`src/rtl/gclf_pkg.sv`:
```
// Package for the G-code line framer: character codes, microcode word layout,
// sequencer status, the control program and small conversion functions.
// No dependencies.
`timescale 1ns / 1ps
`default_nettype none

package gclf_pkg;

  localparam int GCLF_LINE_CAPACITY = 48;

  localparam logic [7:0] CH_NL    = 8'h0A;
  localparam logic [7:0] CH_SEMI  = 8'h3B;
  localparam logic [7:0] CH_PAREN = 8'h28;
  localparam logic [7:0] CH_STAR  = 8'h2A;
  localparam logic [7:0] CH_N     = 8'h4E;
  localparam logic [7:0] CH_SPACE = 8'h20;
  localparam logic [7:0] CH_ZERO  = 8'h30;

  typedef logic [3:0] step_t;

  localparam step_t ST_IDLE   = 4'd0;
  localparam step_t ST_N      = 4'd1;
  localparam step_t ST_NSKIP  = 4'd2;
  localparam step_t ST_NDIG   = 4'd3;
  localparam step_t ST_SP     = 4'd4;
  localparam step_t ST_RD     = 4'd5;
  localparam step_t ST_BYTE   = 4'd6;
  localparam step_t ST_NCHK   = 4'd7;
  localparam step_t ST_STAR   = 4'd8;
  localparam step_t ST_CKSKIP = 4'd9;
  localparam step_t ST_CKDIG  = 4'd10;
  localparam step_t ST_FIN    = 4'd11;

  typedef enum logic [2:0] {
    E_NONE, E_N, E_NUM_DIG, E_SP, E_BYTE, E_STAR, E_CK_DIG
  } emit_t;

  typedef enum logic [2:0] {
    C_NONE, C_ALWAYS, C_NUM_LEADZ, C_CK_LEADZ, C_DIG_MORE, C_BYTE_MORE, C_NUM_OFF
  } cond_t;

  typedef enum logic [1:0] {
    D_HOLD, D_LOAD4, D_LOAD2, D_DEC_ON_JUMP
  } dig_op_t;

  typedef struct packed {
    emit_t   emit;
    logic    rd;
    dig_op_t dig_op;
    logic    load_ck;
    logic    finish;
    cond_t   cond;
    step_t   target;
  } ctrl_word_t;

  typedef struct packed {
    logic stall;
    logic start;
    logic num_leadz;
    logic ck_leadz;
    logic dig_more;
    logic byte_more;
    logic num_off;
  } seq_status_t;

  typedef struct packed {
    ctrl_word_t word;
    logic       idle;
    logic       advance;
    logic       jump;
  } seq_ctrl_t;

  function automatic ctrl_word_t cw(emit_t e, logic rd, dig_op_t d, logic ck, logic fin,
                                    cond_t c, step_t t);
    ctrl_word_t w;
    w.emit    = e;
    w.rd      = rd;
    w.dig_op  = d;
    w.load_ck = ck;
    w.finish  = fin;
    w.cond    = c;
    w.target  = t;
    return w;
  endfunction

  function automatic ctrl_word_t program_rom(step_t s);
    ctrl_word_t w;
    unique case (s)
      ST_N:      w = cw(E_N,       1'b0, D_LOAD4,       1'b0, 1'b0, C_NONE,      ST_IDLE);
      ST_NSKIP:  w = cw(E_NONE,    1'b0, D_DEC_ON_JUMP, 1'b0, 1'b0, C_NUM_LEADZ, ST_NSKIP);
      ST_NDIG:   w = cw(E_NUM_DIG, 1'b0, D_DEC_ON_JUMP, 1'b0, 1'b0, C_DIG_MORE,  ST_NDIG);
      ST_SP:     w = cw(E_SP,      1'b0, D_HOLD,        1'b0, 1'b0, C_NONE,      ST_IDLE);
      ST_RD:     w = cw(E_NONE,    1'b1, D_HOLD,        1'b0, 1'b0, C_NONE,      ST_IDLE);
      ST_BYTE:   w = cw(E_BYTE,    1'b0, D_HOLD,        1'b0, 1'b0, C_BYTE_MORE, ST_RD);
      ST_NCHK:   w = cw(E_NONE,    1'b0, D_HOLD,        1'b0, 1'b0, C_NUM_OFF,   ST_FIN);
      ST_STAR:   w = cw(E_STAR,    1'b0, D_LOAD2,       1'b1, 1'b0, C_NONE,      ST_IDLE);
      ST_CKSKIP: w = cw(E_NONE,    1'b0, D_DEC_ON_JUMP, 1'b0, 1'b0, C_CK_LEADZ,  ST_CKSKIP);
      ST_CKDIG:  w = cw(E_CK_DIG,  1'b0, D_DEC_ON_JUMP, 1'b0, 1'b0, C_DIG_MORE,  ST_CKDIG);
      ST_FIN:    w = cw(E_NONE,    1'b0, D_HOLD,        1'b0, 1'b1, C_ALWAYS,    ST_IDLE);
      default:   w = cw(E_NONE,    1'b0, D_HOLD,        1'b0, 1'b0, C_NONE,      ST_IDLE);
    endcase
    return w;
  endfunction

  // binary to three BCD digits, shift and add-3
  function automatic logic [11:0] bin8_to_bcd(logic [7:0] v);
    logic [19:0] sh;
    sh = {12'd0, v};
    for (int i = 0; i < 8; i++) begin
      if (sh[11:8] > 4'd4) sh[11:8] = sh[11:8] + 4'd3;
      if (sh[15:12] > 4'd4) sh[15:12] = sh[15:12] + 4'd3;
      if (sh[19:16] > 4'd4) sh[19:16] = sh[19:16] + 4'd3;
      sh = sh << 1;
    end
    return sh[19:8];
  endfunction

endpackage

`default_nettype wire

```
`src/rtl/gclf_if.sv`:
```
// Handshake channel interfaces for the G-code line framer: input byte
// channel and output character channel. No dependencies.
`timescale 1ns / 1ps
`default_nettype none

interface gclf_in_if;
  logic       valid;
  logic       ready;
  logic       mode;
  logic [7:0] in_byte;

  modport source (output valid, output mode, output in_byte, input ready);
  modport sink (input valid, input mode, input in_byte, output ready);
endinterface

interface gclf_out_if;
  logic        valid;
  logic        ready;
  logic [7:0]  out_byte;
  logic        last;
  logic [15:0] line_number;

  modport source (output valid, output out_byte, output last, output line_number,
                  input ready);
  modport sink (input valid, input out_byte, input last, input line_number,
                output ready);
endinterface

`default_nettype wire

```
`src/rtl/gclf_ram.sv`:
```
// Generic single-write, single-read RAM with registered read data.
// No dependencies.
`timescale 1ns / 1ps
`default_nettype none

module gclf_ram #(
  parameter int WIDTH = 8,
  parameter int DEPTH = 48
) (
  input  wire logic                     clk,
  input  wire logic                     we,
  input  wire logic [$clog2(DEPTH)-1:0] waddr,
  input  wire logic [WIDTH-1:0]         wdata,
  input  wire logic                     re,
  input  wire logic [$clog2(DEPTH)-1:0] raddr,
  output      logic [WIDTH-1:0]         rdata
);

  logic [WIDTH-1:0] mem [DEPTH];

  always_ff @(posedge clk) begin
    if (we) begin
      mem[waddr] <= wdata;
    end
    if (re) begin
      rdata <= mem[raddr];
    end
  end

endmodule

`default_nettype wire

```
`src/rtl/gclf_seq.sv`:
```
// Microcode sequencer: step counter, control program lookup and conditional
// jumps. Depends on gclf_pkg.
`timescale 1ns / 1ps
`default_nettype none

module gclf_seq (
  input  wire logic                 clk,
  input  wire logic                 rst,
  input  wire gclf_pkg::seq_status_t status,
  output      gclf_pkg::seq_ctrl_t   ctrl
);

  gclf_pkg::step_t      step;
  gclf_pkg::ctrl_word_t word;
  logic                 cond_true;
  logic                 idle;
  logic                 advance;

  assign word    = gclf_pkg::program_rom(step);
  assign idle    = (step == gclf_pkg::ST_IDLE);
  assign advance = !idle && !status.stall;

  always_comb begin
    unique case (word.cond)
      gclf_pkg::C_NONE:      cond_true = 1'b0;
      gclf_pkg::C_ALWAYS:    cond_true = 1'b1;
      gclf_pkg::C_NUM_LEADZ: cond_true = status.num_leadz;
      gclf_pkg::C_CK_LEADZ:  cond_true = status.ck_leadz;
      gclf_pkg::C_DIG_MORE:  cond_true = status.dig_more;
      gclf_pkg::C_BYTE_MORE: cond_true = status.byte_more;
      gclf_pkg::C_NUM_OFF:   cond_true = status.num_off;
      default:               cond_true = 1'b0;
    endcase
  end

  assign ctrl.word    = word;
  assign ctrl.idle    = idle;
  assign ctrl.advance = advance;
  assign ctrl.jump    = advance && cond_true;

  always_ff @(posedge clk) begin
    if (rst) begin
      step <= gclf_pkg::ST_IDLE;
    end else if (idle) begin
      if (status.start) begin
        step <= status.num_off ? gclf_pkg::ST_RD : gclf_pkg::ST_N;
      end
    end else if (advance) begin
      step <= cond_true ? word.target : gclf_pkg::step_t'(step + 4'd1);
    end
  end

endmodule

`default_nettype wire

```
`src/rtl/gclf_top_note.sv`:
```
// Line-number BCD counter: decimal image of the command counter, kept in
// step with it and wrapping with it at 16 bits. No dependencies.
`timescale 1ns / 1ps
`default_nettype none

module gclf_bcd_cnt (
  input  wire logic        clk,
  input  wire logic        rst,
  input  wire logic        clear,
  input  wire logic        incr,
  output      logic [15:0] count,
  output      logic [19:0] digits
);

  logic [19:0] digits_next;
  logic        carry;

  always_comb begin
    digits_next = digits;
    carry       = 1'b1;
    for (int d = 0; d < 5; d++) begin
      if (carry) begin
        if (digits[4*d +: 4] == 4'd9) begin
          digits_next[4*d +: 4] = 4'd0;
        end else begin
          digits_next[4*d +: 4] = digits[4*d +: 4] + 4'd1;
          carry = 1'b0;
        end
      end
    end
  end

  always_ff @(posedge clk) begin
    if (rst || clear) begin
      count  <= 16'd0;
      digits <= 20'd0;
    end else if (incr) begin
      count  <= count + 16'd1;
      digits <= (count == 16'hFFFF) ? 20'd0 : digits_next;
    end
  end

endmodule

`default_nettype wire

```
`src/rtl/gcode_line_framer.sv`:
```
// Top level of the G-code line framer: line store, comment filter, trim
// tracking, output register and datapath driven by the microcode sequencer.
// Depends on gclf_pkg, gclf_if, gclf_ram, gclf_seq, gclf_bcd_cnt.
//
//   channel      dir  handshake      payload
//   in_items     in   valid/ready    mode, in_byte
//   out_items    out  valid/ready    out_byte, last, line_number
//   add_line_numbers_we  in  write strobe, add_line_numbers as data
//
// A byte other than newline is accepted whenever ready is high, and ready is
// high while the sequencer is at rest. A newline that closes a non-blank line
// starts a burst: each line character is read from the store, then emitted;
// prefix and suffix characters are emitted directly; skipped leading zeros and
// bookkeeping take steps of their own. Input is held off for the whole burst.
// Synchronous reset clears the counter, line state and control; a stalled
// output holds the sequencer on its emitting step.
`timescale 1ns / 1ps
`default_nettype none

module gcode_line_framer #(
  parameter int LINE_CAPACITY = gclf_pkg::GCLF_LINE_CAPACITY
) (
  input  wire logic clk,
  input  wire logic rst,
  input  wire logic add_line_numbers_we,
  input  wire logic add_line_numbers,
  gclf_in_if.sink   in_items,
  gclf_out_if.source out_items
);

  localparam int AW = $clog2(LINE_CAPACITY);
  localparam int LW = $clog2(LINE_CAPACITY + 1);

  logic           numbers_on;
  logic [LW-1:0]  line_length;
  logic [LW-1:0]  trim_len;
  logic           in_comment;
  logic [LW-1:0]  idx;
  logic [2:0]     dig;
  logic [7:0]     xsum;
  logic [11:0]    ck_bcd;
  logic           out_valid;
  logic [7:0]     out_byte;
  logic           out_last;
  logic [15:0]    out_number;

  logic [15:0]    line_counter;
  logic [19:0]    num_bcd;
  logic           cnt_clear;

  gclf_pkg::seq_status_t status;
  gclf_pkg::seq_ctrl_t   ctrl;

  logic           accept;
  logic           is_nl;
  logic           is_ws;
  logic           store_en;
  logic           start;
  logic [7:0]     rdata;
  logic [3:0]     num_digit;
  logic [3:0]     ck_digit;
  logic [7:0]     emit_char;
  logic           emit_last;
  logic           emit_go;
  logic           stall;

  assign accept   = in_items.valid && in_items.ready;
  assign is_nl    = (in_items.in_byte == gclf_pkg::CH_NL);
  assign is_ws    = (in_items.in_byte == gclf_pkg::CH_SPACE) ||
                    (in_items.in_byte >= 8'h09 && in_items.in_byte <= 8'h0D);
  assign store_en = accept && !in_items.mode && !is_nl && !in_comment &&
                    (in_items.in_byte != gclf_pkg::CH_SEMI) &&
                    (in_items.in_byte != gclf_pkg::CH_PAREN) &&
                    (line_length < LW'(LINE_CAPACITY));
  assign start    = accept && !in_items.mode && is_nl && (trim_len != '0);

  assign stall = (ctrl.word.emit != gclf_pkg::E_NONE) && out_valid && !out_items.ready;

  always_comb begin
    unique case (dig)
      3'd0:    num_digit = num_bcd[3:0];
      3'd1:    num_digit = num_bcd[7:4];
      3'd2:    num_digit = num_bcd[11:8];
      3'd3:    num_digit = num_bcd[15:12];
      default: num_digit = num_bcd[19:16];
    endcase
    unique case (dig[1:0])
      2'd0:    ck_digit = ck_bcd[3:0];
      2'd1:    ck_digit = ck_bcd[7:4];
      default: ck_digit = ck_bcd[11:8];
    endcase
  end

  assign status.stall     = stall;
  assign status.start     = start;
  assign status.num_leadz = (num_digit == 4'd0) && (dig != 3'd0);
  assign status.ck_leadz  = (ck_digit == 4'd0) && (dig != 3'd0);
  assign status.dig_more  = (dig != 3'd0);
  assign status.byte_more = (LW'(idx + LW'(1)) != trim_len);
  assign status.num_off   = !numbers_on;

  gclf_seq u_seq (
    .clk    (clk),
    .rst    (rst),
    .status (status),
    .ctrl   (ctrl)
  );

  gclf_ram #(
    .WIDTH (8),
    .DEPTH (LINE_CAPACITY)
  ) u_store (
    .clk   (clk),
    .we    (store_en),
    .waddr (line_length[AW-1:0]),
    .wdata (in_items.in_byte),
    .re    (ctrl.advance && ctrl.word.rd),
    .raddr (idx[AW-1:0]),
    .rdata (rdata)
  );

  assign cnt_clear = accept && in_items.mode;

  gclf_bcd_cnt u_cnt (
    .clk    (clk),
    .rst    (rst),
    .clear  (cnt_clear),
    .incr   (ctrl.advance && ctrl.word.finish),
    .count  (line_counter),
    .digits (num_bcd)
  );

  always_comb begin
    emit_char = rdata;
    emit_last = 1'b0;
    unique case (ctrl.word.emit)
      gclf_pkg::E_NONE:    emit_char = rdata;
      gclf_pkg::E_N:       emit_char = gclf_pkg::CH_N;
      gclf_pkg::E_NUM_DIG: emit_char = gclf_pkg::CH_ZERO | {4'd0, num_digit};
      gclf_pkg::E_SP:      emit_char = gclf_pkg::CH_SPACE;
      gclf_pkg::E_BYTE: begin
        emit_char = rdata;
        emit_last = !status.byte_more && !numbers_on;
      end
      gclf_pkg::E_STAR:    emit_char = gclf_pkg::CH_STAR;
      gclf_pkg::E_CK_DIG: begin
        emit_char = gclf_pkg::CH_ZERO | {4'd0, ck_digit};
        emit_last = (dig == 3'd0);
      end
      default:             emit_char = rdata;
    endcase
  end

  assign emit_go = ctrl.advance && (ctrl.word.emit != gclf_pkg::E_NONE);

  assign in_items.ready        = ctrl.idle;
  assign out_items.valid       = out_valid;
  assign out_items.out_byte    = out_byte;
  assign out_items.last        = out_last;
  assign out_items.line_number = out_number;

  always_ff @(posedge clk) begin
    if (rst) begin
      numbers_on  <= 1'b1;
      line_length <= '0;
      trim_len    <= '0;
      in_comment  <= 1'b0;
      out_valid   <= 1'b0;
    end else begin
      if (add_line_numbers_we) begin
        numbers_on <= add_line_numbers;
      end
      if (accept) begin
        if (in_items.mode) begin
          line_length <= '0;
          trim_len    <= '0;
          in_comment  <= 1'b0;
        end else if (is_nl) begin
          in_comment <= 1'b0;
          if (!start) begin
            line_length <= '0;
            trim_len    <= '0;
          end
        end else if (!in_comment && (in_items.in_byte == gclf_pkg::CH_SEMI ||
                                     in_items.in_byte == gclf_pkg::CH_PAREN)) begin
          in_comment <= 1'b1;
        end
      end
      if (store_en) begin
        line_length <= LW'(line_length + LW'(1));
        if (!is_ws) begin
          trim_len <= LW'(line_length + LW'(1));
        end
      end
      if (ctrl.advance && ctrl.word.finish) begin
        line_length <= '0;
        trim_len    <= '0;
      end
      if (emit_go) begin
        out_valid <= 1'b1;
      end else if (out_items.ready) begin
        out_valid <= 1'b0;
      end
    end
  end

  always_ff @(posedge clk) begin
    if (start) begin
      idx  <= '0;
      xsum <= 8'd0;
    end
    if (emit_go) begin
      out_byte   <= emit_char;
      out_last   <= emit_last;
      out_number <= line_counter;
      if (ctrl.word.emit == gclf_pkg::E_N || ctrl.word.emit == gclf_pkg::E_NUM_DIG ||
          ctrl.word.emit == gclf_pkg::E_SP || ctrl.word.emit == gclf_pkg::E_BYTE) begin
        xsum <= xsum ^ emit_char;
      end
      if (ctrl.word.emit == gclf_pkg::E_BYTE) begin
        idx <= LW'(idx + LW'(1));
      end
    end
    if (ctrl.advance && ctrl.word.load_ck) begin
      ck_bcd <= gclf_pkg::bin8_to_bcd(xsum);
    end
    if (ctrl.advance) begin
      unique case (ctrl.word.dig_op)
        gclf_pkg::D_HOLD:        dig <= dig;
        gclf_pkg::D_LOAD4:       dig <= 3'd4;
        gclf_pkg::D_LOAD2:       dig <= 3'd2;
        gclf_pkg::D_DEC_ON_JUMP: dig <= ctrl.jump ? 3'(dig - 3'd1) : dig;
        default:                 dig <= dig;
      endcase
    end
  end

endmodule

`default_nettype wire
```
`src/flat_wrapper.sv`:
```
// flat-port wrapper written by rule: the top's interface ports become plain ports
module gcode_line_framer_flat 
#(
  parameter int LINE_CAPACITY = gclf_pkg::GCLF_LINE_CAPACITY
)
  (clk, rst, add_line_numbers_we, add_line_numbers, in_items_valid, in_items_mode, in_items_in_byte, in_items_ready, out_items_valid, out_items_out_byte, out_items_last, out_items_line_number, out_items_ready);
  gclf_in_if in_items_i ();
  gclf_out_if out_items_i ();
  input  wire logic clk;
  input  wire logic rst;
  input  wire logic add_line_numbers_we;
  input  wire logic add_line_numbers;
  input wire logic [$bits(in_items_i.valid)-1:0] in_items_valid;
  input wire logic [$bits(in_items_i.mode)-1:0] in_items_mode;
  input wire logic [$bits(in_items_i.in_byte)-1:0] in_items_in_byte;
  output wire logic [$bits(in_items_i.ready)-1:0] in_items_ready;
  output wire logic [$bits(out_items_i.valid)-1:0] out_items_valid;
  output wire logic [$bits(out_items_i.out_byte)-1:0] out_items_out_byte;
  output wire logic [$bits(out_items_i.last)-1:0] out_items_last;
  output wire logic [$bits(out_items_i.line_number)-1:0] out_items_line_number;
  input wire logic [$bits(out_items_i.ready)-1:0] out_items_ready;
  assign in_items_i.valid = in_items_valid;
  assign in_items_i.mode = in_items_mode;
  assign in_items_i.in_byte = in_items_in_byte;
  assign in_items_ready = in_items_i.ready;
  assign out_items_valid = out_items_i.valid;
  assign out_items_out_byte = out_items_i.out_byte;
  assign out_items_last = out_items_i.last;
  assign out_items_line_number = out_items_i.line_number;
  assign out_items_i.ready = out_items_ready;
  gcode_line_framer #(.LINE_CAPACITY(LINE_CAPACITY)) u_core (.clk(clk), .rst(rst), .add_line_numbers_we(add_line_numbers_we), .add_line_numbers(add_line_numbers), .in_items(in_items_i), .out_items(out_items_i));
endmodule
```
`config.mk`:
```
export PLATFORM = sky130hd
export DESIGN_NAME = gcode_line_framer_flat
export DESIGN_NICKNAME = d
export VERILOG_FILES = /design/src/rtl/gclf_pkg.sv /design/src/rtl/gclf_if.sv /design/src/rtl/gclf_ram.sv /design/src/rtl/gclf_seq.sv /design/src/rtl/gclf_top_note.sv /design/src/rtl/gcode_line_framer.sv /design/src/flat_wrapper.sv
export SDC_FILE = /design/constraint.sdc
export NUM_CORES = 1
export LEC_CHECK = 0
export BUFFER_PORTS_ARGS = -buffer_cell sky130_fd_sc_hd__buf_2
export CORE_MARGIN = 2
export CORE_UTILIZATION = 40
export DETAILED_ROUTE_END_ITERATION = 8
export SYNTH_ARGS = -nofsm -noshare
export SYNTH_HDL_FRONTEND = slang
export SYNTH_SLANG_ARGS = --single-unit
export TNS_END_PERCENT = 10
```
`constraint.sdc`:
```
create_clock -name clk -period 4.1 [get_ports clk]
set_input_delay 0.82 -clock clk [delete_from_list [all_inputs] [get_ports clk]]
set_output_delay 0.82 -clock clk [all_outputs]
set_load 0.02 [all_outputs]
```
### After elaboration in Yosys (flattened, before gate mapping)

Memories as Yosys holds them, arrays and structs flattened. A register that Yosys moved wholly into a read port is not among the register bits.
Index checks and enable logic that the tools add are counted.

| storage, ports and cells | value |
|---|---|
| register bits after elaboration | 109 |
| bits in writable memories | 384 |
| memory bits (read-only) | 240 |
| input bits | 15 |
| output and inout bits | 27 |
| word-level logic and storage cells | 264 |
| memories | 2 |

Memory list:

| name | depth | bits a word | read ports | clocked after Yosys merged registers in | write ports | line | text |
|---|---|---|---|---|---|---|---|
| u_core.u_store.mem | 48 | 8 | 1 | 1 | 1 | gclf_ram.sv:19 | `logic [WIDTH-1:0] mem [DEPTH];` |
| (name not given) | 16 | 15 | 1 | 1 | 0 | gclf_pkg.sv:88 | `unique case (s)` |

| operators by class | value |
|---|---|
| add/subtract/negate cells | 29 |
| order comparisons | 22 |
| eq/ne operators | 35 |
| multiplexer cells | 91 |
| bitwise logic cells | 2 |
| reductions and logical operators | 64 |

Operators by type and width:

| cell | count |
|---|---|
| $mux 4 | 40 |
| $mux 6 | 14 |
| $gt 4x3->1 const B | 18 |
| $add 4x2->4 const B | 12 |
| $pmux 8 s5 | 1 |
| $mux 3 | 13 |
| $add 4x1->4 const B | 6 |
| $eq 8x6->1 const B | 3 |
| $mux 8 | 3 |
| $logic_and 1x1->1 | 23 |
| $eq 4x4->1 const B | 5 |
| $mux 20 | 1 |
| $add 3x2->3 const B | 6 |
| $eq 3x2->1 const B | 6 |
| $eq 3x3->1 const B | 6 |
| $add 16x1->16 const B | 1 |
| $eq 16x16->1 const B | 1 |
| $ne 8x6->1 const B | 2 |
| $pmux 4 s4 | 1 |
| $mux 1 | 14 |
| $reduce_bool 2->1 | 7 |
| $add 6x1->6 const B | 2 |
| $logic_not 4->1 | 3 |
| $reduce_and 2->1 | 6 |
| other kinds (28) | 49 |

### Longest topological paths before layout

| depth | value |
|---|---|
| depth after elaboration | 24 |
| depth in mapped cells | 21 |
| depth with buffers taken out | 21 |

### Hierarchy

From an unflattened synthesis, not the netlist that was laid out.

| second synthesis, totals | value |
|---|---|
| cells, all modules | 1560 |
| area, all modules | 22362.7 µm² |

By module, submodules not included:

| module | instances | cells each | area each (µm²) | seq. area each (µm²) |
|---|---|---|---|---|
| gclf_ram | 1 | 793 | 15429.8 | 11771.3 |
| gcode_line_framer | 1 | 447 | 4096.4 | 1721.7 |
| gclf_bcd_cnt | 1 | 204 | 1784.2 | 720.7 |
| gclf_seq | 1 | 116 | 1052.3 | 380.4 |

### Least setup slack after synthesis

Ideal clock, no wire load.

| timing | value |
|---|---|
| kind | reg2reg |
| from | register u_core.xsum[5] |
| to | register u_core.ck_bcd[6], data pin |
| library setup time | 0.269 ns |
| data arrival time | 3.709 ns |
| required time | 3.831 ns |
| setup slack | 0.123 ns |
| cell stages (with the launch flop) | 21 |
| buffers on the path | 0 |
| period minus slack after synthesis | 3.977 ns |
| cells stage by stage | dfxtp_1 > inv_1 > ha_1 > inv_1 > ha_1 > xnor2_1 > ha_1 > inv_1 > a21oi_2 > xnor2_1 > ha_1 > nor2_1 > o21ai_0 > nand3_1 > xnor2_1 > ha_1 > nand2b_1 > mux2_2 > ha_1 > o21ai_0 > mux2i_1 |

| on the way | value |
|---|---|
| longest elaborated chain between the ends | 14 |
| elaborated cells between the ends (all ways) | 31 |
| those cells by class | 8 x add/sub; 8 x order compare; 15 x mux |

Ends and longest elaborated chain:

| what | line | text |
|---|---|---|
| from (decl) | gcode_line_framer.sv:40 | `logic [7:0] xsum;` |
| from (signal assigned) | gcode_line_framer.sv:218 | `xsum <= xsum ^ emit_char;` |
| $add 4x2->4 / $gt 4x3->1 (equally long branches) | gclf_pkg.sv:110 | `if (sh[11:8] > 4'd4) sh[11:8] = sh[11:8] + 4'd3;` |
| $mux 4 (*) | gclf_pkg.sv:110 |  |
| $mux 4 (*) | gcode_line_framer.sv:224 | `if (ctrl.advance && ctrl.word.load_ck) begin` |
| $add 4x2->4, or another cell as far along | gclf_pkg.sv:110 |  |
| $mux 4 (on tied branches) | gclf_pkg.sv:110, gclf_pkg.sv:111 |  |
| $mux 4 | gcode_line_framer.sv:224 |  |
| $add 4x2->4, or another cell as far along | gclf_pkg.sv:110 |  |
| $mux 4 (on tied branches) | gclf_pkg.sv:110, gclf_pkg.sv:111 |  |
| $mux 4 | gcode_line_framer.sv:224 |  |
| $add 4x2->4, or another cell as far along | gclf_pkg.sv:110 |  |
| $mux 4 (on tied branches) | gclf_pkg.sv:110, gclf_pkg.sv:111 |  |
| $mux 4 | gcode_line_framer.sv:224 |  |
| $add 4x2->4 / $gt 4x3->1 (equally long branches) | gclf_pkg.sv:111 | `if (sh[15:12] > 4'd4) sh[15:12] = sh[15:12] + 4'd3;` |
| $mux 4 (*) | gclf_pkg.sv:111 |  |
| to (signal assigned) | gcode_line_framer.sv:225 | `ck_bcd <= gclf_pkg::bin8_to_bcd(xsum);` |
| to (decl) | gcode_line_framer.sv:41 | `logic [11:0] ck_bcd;` |

Every way passes the cells marked *; elsewhere a longest branch is shown, timed or not. The select of a mux whose other input is x is not followed.
A chain may end at the register's enable or synchronous reset.

### Final worst setup path

| timing | value |
|---|---|
| from | register u_core.xsum[6] |
| to | register u_core.ck_bcd[6], data pin |

| on the way | value |
|---|---|
| longest elaborated chain between the ends | 17 |
| elaborated cells between the ends (all ways) | 39 |
| those cells by class | 10 x add/sub; 10 x order compare; 19 x mux |

Ends and longest elaborated chain:

| what | line |
|---|---|
| $add 4x2->4 / $gt 4x3->1 (equally long branches) | gclf_pkg.sv:110 |
| $mux 4 (*) | gclf_pkg.sv:110 |
| $mux 4 (*) | gcode_line_framer.sv:224 |
| $add 4x2->4, or another cell as far along | gclf_pkg.sv:110 |
| $mux 4 (on tied branches) | gclf_pkg.sv:110, gclf_pkg.sv:111 |
| $mux 4 | gcode_line_framer.sv:224 |
| $add 4x2->4, or another cell as far along | gclf_pkg.sv:110 |
| $mux 4 (on tied branches) | gclf_pkg.sv:110, gclf_pkg.sv:111 |
| $mux 4 | gcode_line_framer.sv:224 |
| $add 4x2->4, or another cell as far along | gclf_pkg.sv:110 |
| $mux 4 (on tied branches) | gclf_pkg.sv:110, gclf_pkg.sv:111 |
| $mux 4 | gcode_line_framer.sv:224 |
| $add 4x2->4, or another cell as far along | gclf_pkg.sv:111 |
| $mux 4 (on tied branches) | gclf_pkg.sv:111, gclf_pkg.sv:110 |
| $mux 4 | gcode_line_framer.sv:224 |
| $add 4x2->4 / $gt 4x3->1 (equally long branches) | gclf_pkg.sv:111 |
| $mux 4 (*) | gclf_pkg.sv:111 |

Marked as above.

==> out/results.tsv <==
stage	metric	value	unit
clock_network	cts.sinks	514	
pwr	power.density	622	mW/mm^2
synth	synth-async-reset-ratio	0	
pwr	pwr-share-comb	0.286	
global_routing	grt_max_degree	99	
timing	finalHoldViolCount	0	
synth	synth_cells	1343	
die	ios	42	
cells_and_area	fin_nets	1470	
clock_network	cts_max_level	2	
timing	worst_slew_pin_slew	926	ps
synth	synth_cell_types	78	
setup_path	cp_max_fo	5	
routing	drt_iter0_markers	1108	
global_routing	gr-total-overflow	0	
cells_and_area	n_antenna_cell	0	
timing	fmax	254	MHz
pwr	p_sw	4.64	mW
placed_design	portBuffers	41	
timing	final.min_clock_period	3940	ps
pwr	p_clk_frac	0.307	
global_routing	grt_pass1_wl	71300	um
cells_and_area	syn_to_final_growth	13.6	%
timing	finalClockSkew	40.1	ps
placed_design	dpl.hpwl	30600	um
pwr	power.leakage	7.87	nW
cells_and_area	fin_util	0.457	
pwr	switching_share	0.304	
routing	drt-met1-wl	20300	um
flow_run	drv_cap	0	
synth	syn_nets	1395	
routing	antenna_left	0	
synth	synth_edf_count	430	
routing	vias_per_cell	5.41	
routing	routed.top_layer	met4	
setup_path	required	4550	ps
placed_design	dpl_cell_area	0.0227	sq mm
clock_network	cts_tree	yes	
die	initial_core_util	0.403	
routing	wl	46100	um
die	dieArea	0.0559	sq mm
routing	dr_wl_met3	2060	um
timing	final-max-slew-violation-count	0	
synth	synth_area_per_cell	16.1	sq um
setup_path	cp-end-kind	flip-flop	
hold_path	min_path_type	in2reg	
outcome	status	complete, no violations	
die	rows	85	
global_routing	grt.total_usage	0.167	
timing	maxSlewHeadroom	0.380	
setup_path	arrival	4390	ps
placed_design	routabilityCongestion	0.817	
timing	setup_viol	0	
global_routing	antenna_found_initial	1	
cells_and_area	fin_area	0.0245	sq mm
routing	vias	11600	
pwr	power_frac_seq	0.407	
setup_path	criticalPathCategory	reg2reg	
synth	ys_warn_count	0	
cells_and_area	drive_above_1_share	0.226	
timing	fin_crit_sh	0.960	
clock_network	clock_path_buffers	3	
setup_path	rrSetupSlack	160	ps
die	die_w	236	um
global_routing	grt_pass1_vias	11700	
clock_network	cts_buffers	53	
synth	ys_seq_area_frac	0.676	
synth	synth_ff_type	edfxtp_1	
routing	wl_per_cell	21.4	um
clock_network	clk_latency	630	ps
clock_network	clkTransAtPathRegs	60	ps
die	core_area	0.0536	sq mm
pwr	internal-power	10.6	mW
clock_network	clock-root-buffer	clkbuf_16	
synth	synth_area	0.0216	sq mm
routing	drt-pass1-iter-count	6	
pwr	ir_worst_vdd	0.494	mV
routing	route.met2.wl	22500	um
setup_path	start_kind	flip-flop	
pwr	power	15.3	mW
die	die_y	236	um
routing	drcViolationCount	0	
clock_network	hold_buffers	0	
synth	ys_ff_latch	514	
-- kinds of logic (layout without fill, tap and decap cells) --
group / Yosys count / count (layout) / share of synthesized area
xor+xnor: 43 / 43 / 0.0174
mux: 145 / 145 / 0.137
buf+inv: 91 / 206 / 0.0166
flops: 514 / 514 / 0.676
simple gates: 353 / 353 / 0.0801
fa+ha+maj: 37 / 37 / 0.0214
compound gates: 160 / 160 / 0.0511
-- per-stage QoR --
step	instances	hold slack, ps	worst slack [ps]	setup TNS, ps
floorplan	1343	425	123	0
global placement	2057	439	38.6	0
detailed placement	2057	441	-195	-742
CTS	2152	395	8.94	0
global route	2154	423	-58.1	-136
finish	2154	431	164	0
-- power groups by stage --
stage / clock network, mW / registers, mW / logic [mW]
6_report: 4.69 / 6.20 / 4.37
5_1_grt: 4.99 / 6.23 / 4.82
3_3_place_gp: 0 / 6.30 / 3.78
2_1_floorplan: 0 / 6.35 / 2.87
4_1_cts: 4.80 / 6.20 / 4.04
3_5_place_dp: 0 / 6.31 / 3.93
-- path summary, 6_finish.rpt --
kind | from | end | depth (start not counted)
worst min-delay path | add_line_numbers | u_core.numbers_on | 2
worst max register to register | u_core.xsum[6] | u_core.ck_bcd[6] | 18
worst max-delay path | u_core.xsum[6] | u_core.ck_bcd[6] | 18
worst min register to register | u_core.xsum[0] | u_core.ck_bcd[0] | 0
-- cell type report --
class	instances	area [sq um]
Multi-Input combinational cell	738	6750
Inverter	34	128
Sequential cell	514	14600
Clock buffer	62	1360
Fill cell	4643	29100
Clock inverter	33	327
Tap cell	696	871
Timing Repair Buffer	77	488
-- per-layer routing --
metal,vias up,global-route usage
met5,-,0
met4,0,0.0499
met3,74,0.0270
met2,287,0.276
met1,5882,0.227
li1,5404,-
-- cell usage in the layout (no fill, tap or decap), drive strengths merged, types with 7 or more instances in the layout --
cell      n
nand2    75
buf      77
nand2b   17
a22o     13
nor4     10
a31oi     7
nand3b   10
nand3    39
o21ai    40
inv      38
clkinv   22
nor2b    11
and3     12
dfxtp    84
mux4    120
or3       8
ha       37
mux2i    19
edfxtp  430
clkbuf   62
xnor2    18
xor2     25
nor3     17
a21oi    41
nand4     9
nor2    122
-- worst max-delay path, cell delays in order (launching register included) --
cell and delay, ps:
dfxtp_2 330, inv_1 50, ha_1 150, inv_1 50, ha_2 200, nor2b_2 180, or2_1 290, a21oi_4 210
xnor2_2 160, ha_2 230, nor2_1 60, o21ai_2 150, nand3_2 170, mux2_4 370, a21oi_1 150, mux2_2 390
ha_1 240, o21ai_2 190, mux2i_1 230
-- Yosys cell counts (all sizes together) (17+ instances only) --
library cell | count | area share
ha | 37 | 0.021
nand2 | 75 | 0.014
mux4 | 120 | 0.13
inv | 34 | 0.0059
buf | 28 | 0.0056
dfxtp | 84 | 0.078
xor2 | 25 | 0.010
nand3 | 39 | 0.0093
nand2b | 17 | 0.0053
mux2i | 19 | 0.0090
edfxtp | 430 | 0.60
o21ai | 40 | 0.0098
nor2 | 122 | 0.021
a21oi | 41 | 0.011
nor3 | 17 | 0.0039
xnor2 | 18 | 0.0073
clkbuf | 29 | 0.0051
-- registers in the layout, indices dropped and copies added, names as in the netlist, 10 cells and up --
signal / cells
u_core.u_seq.word: 15
u_core.u_cnt.count: 16
u_core.ck_bcd: 10
u_core.u_store.mem: 384
u_core.out_items.line_number: 16
u_core.u_cnt.digits: 20
-- what timing repair did --
item                                    in CTS  in global routing
gates resized for setup                      7                 17
endpoints found under the setup margin       5                  9
setup buffers                                0                  2
pin swaps                                    0                  7
(Power assumes the default switching activity.)
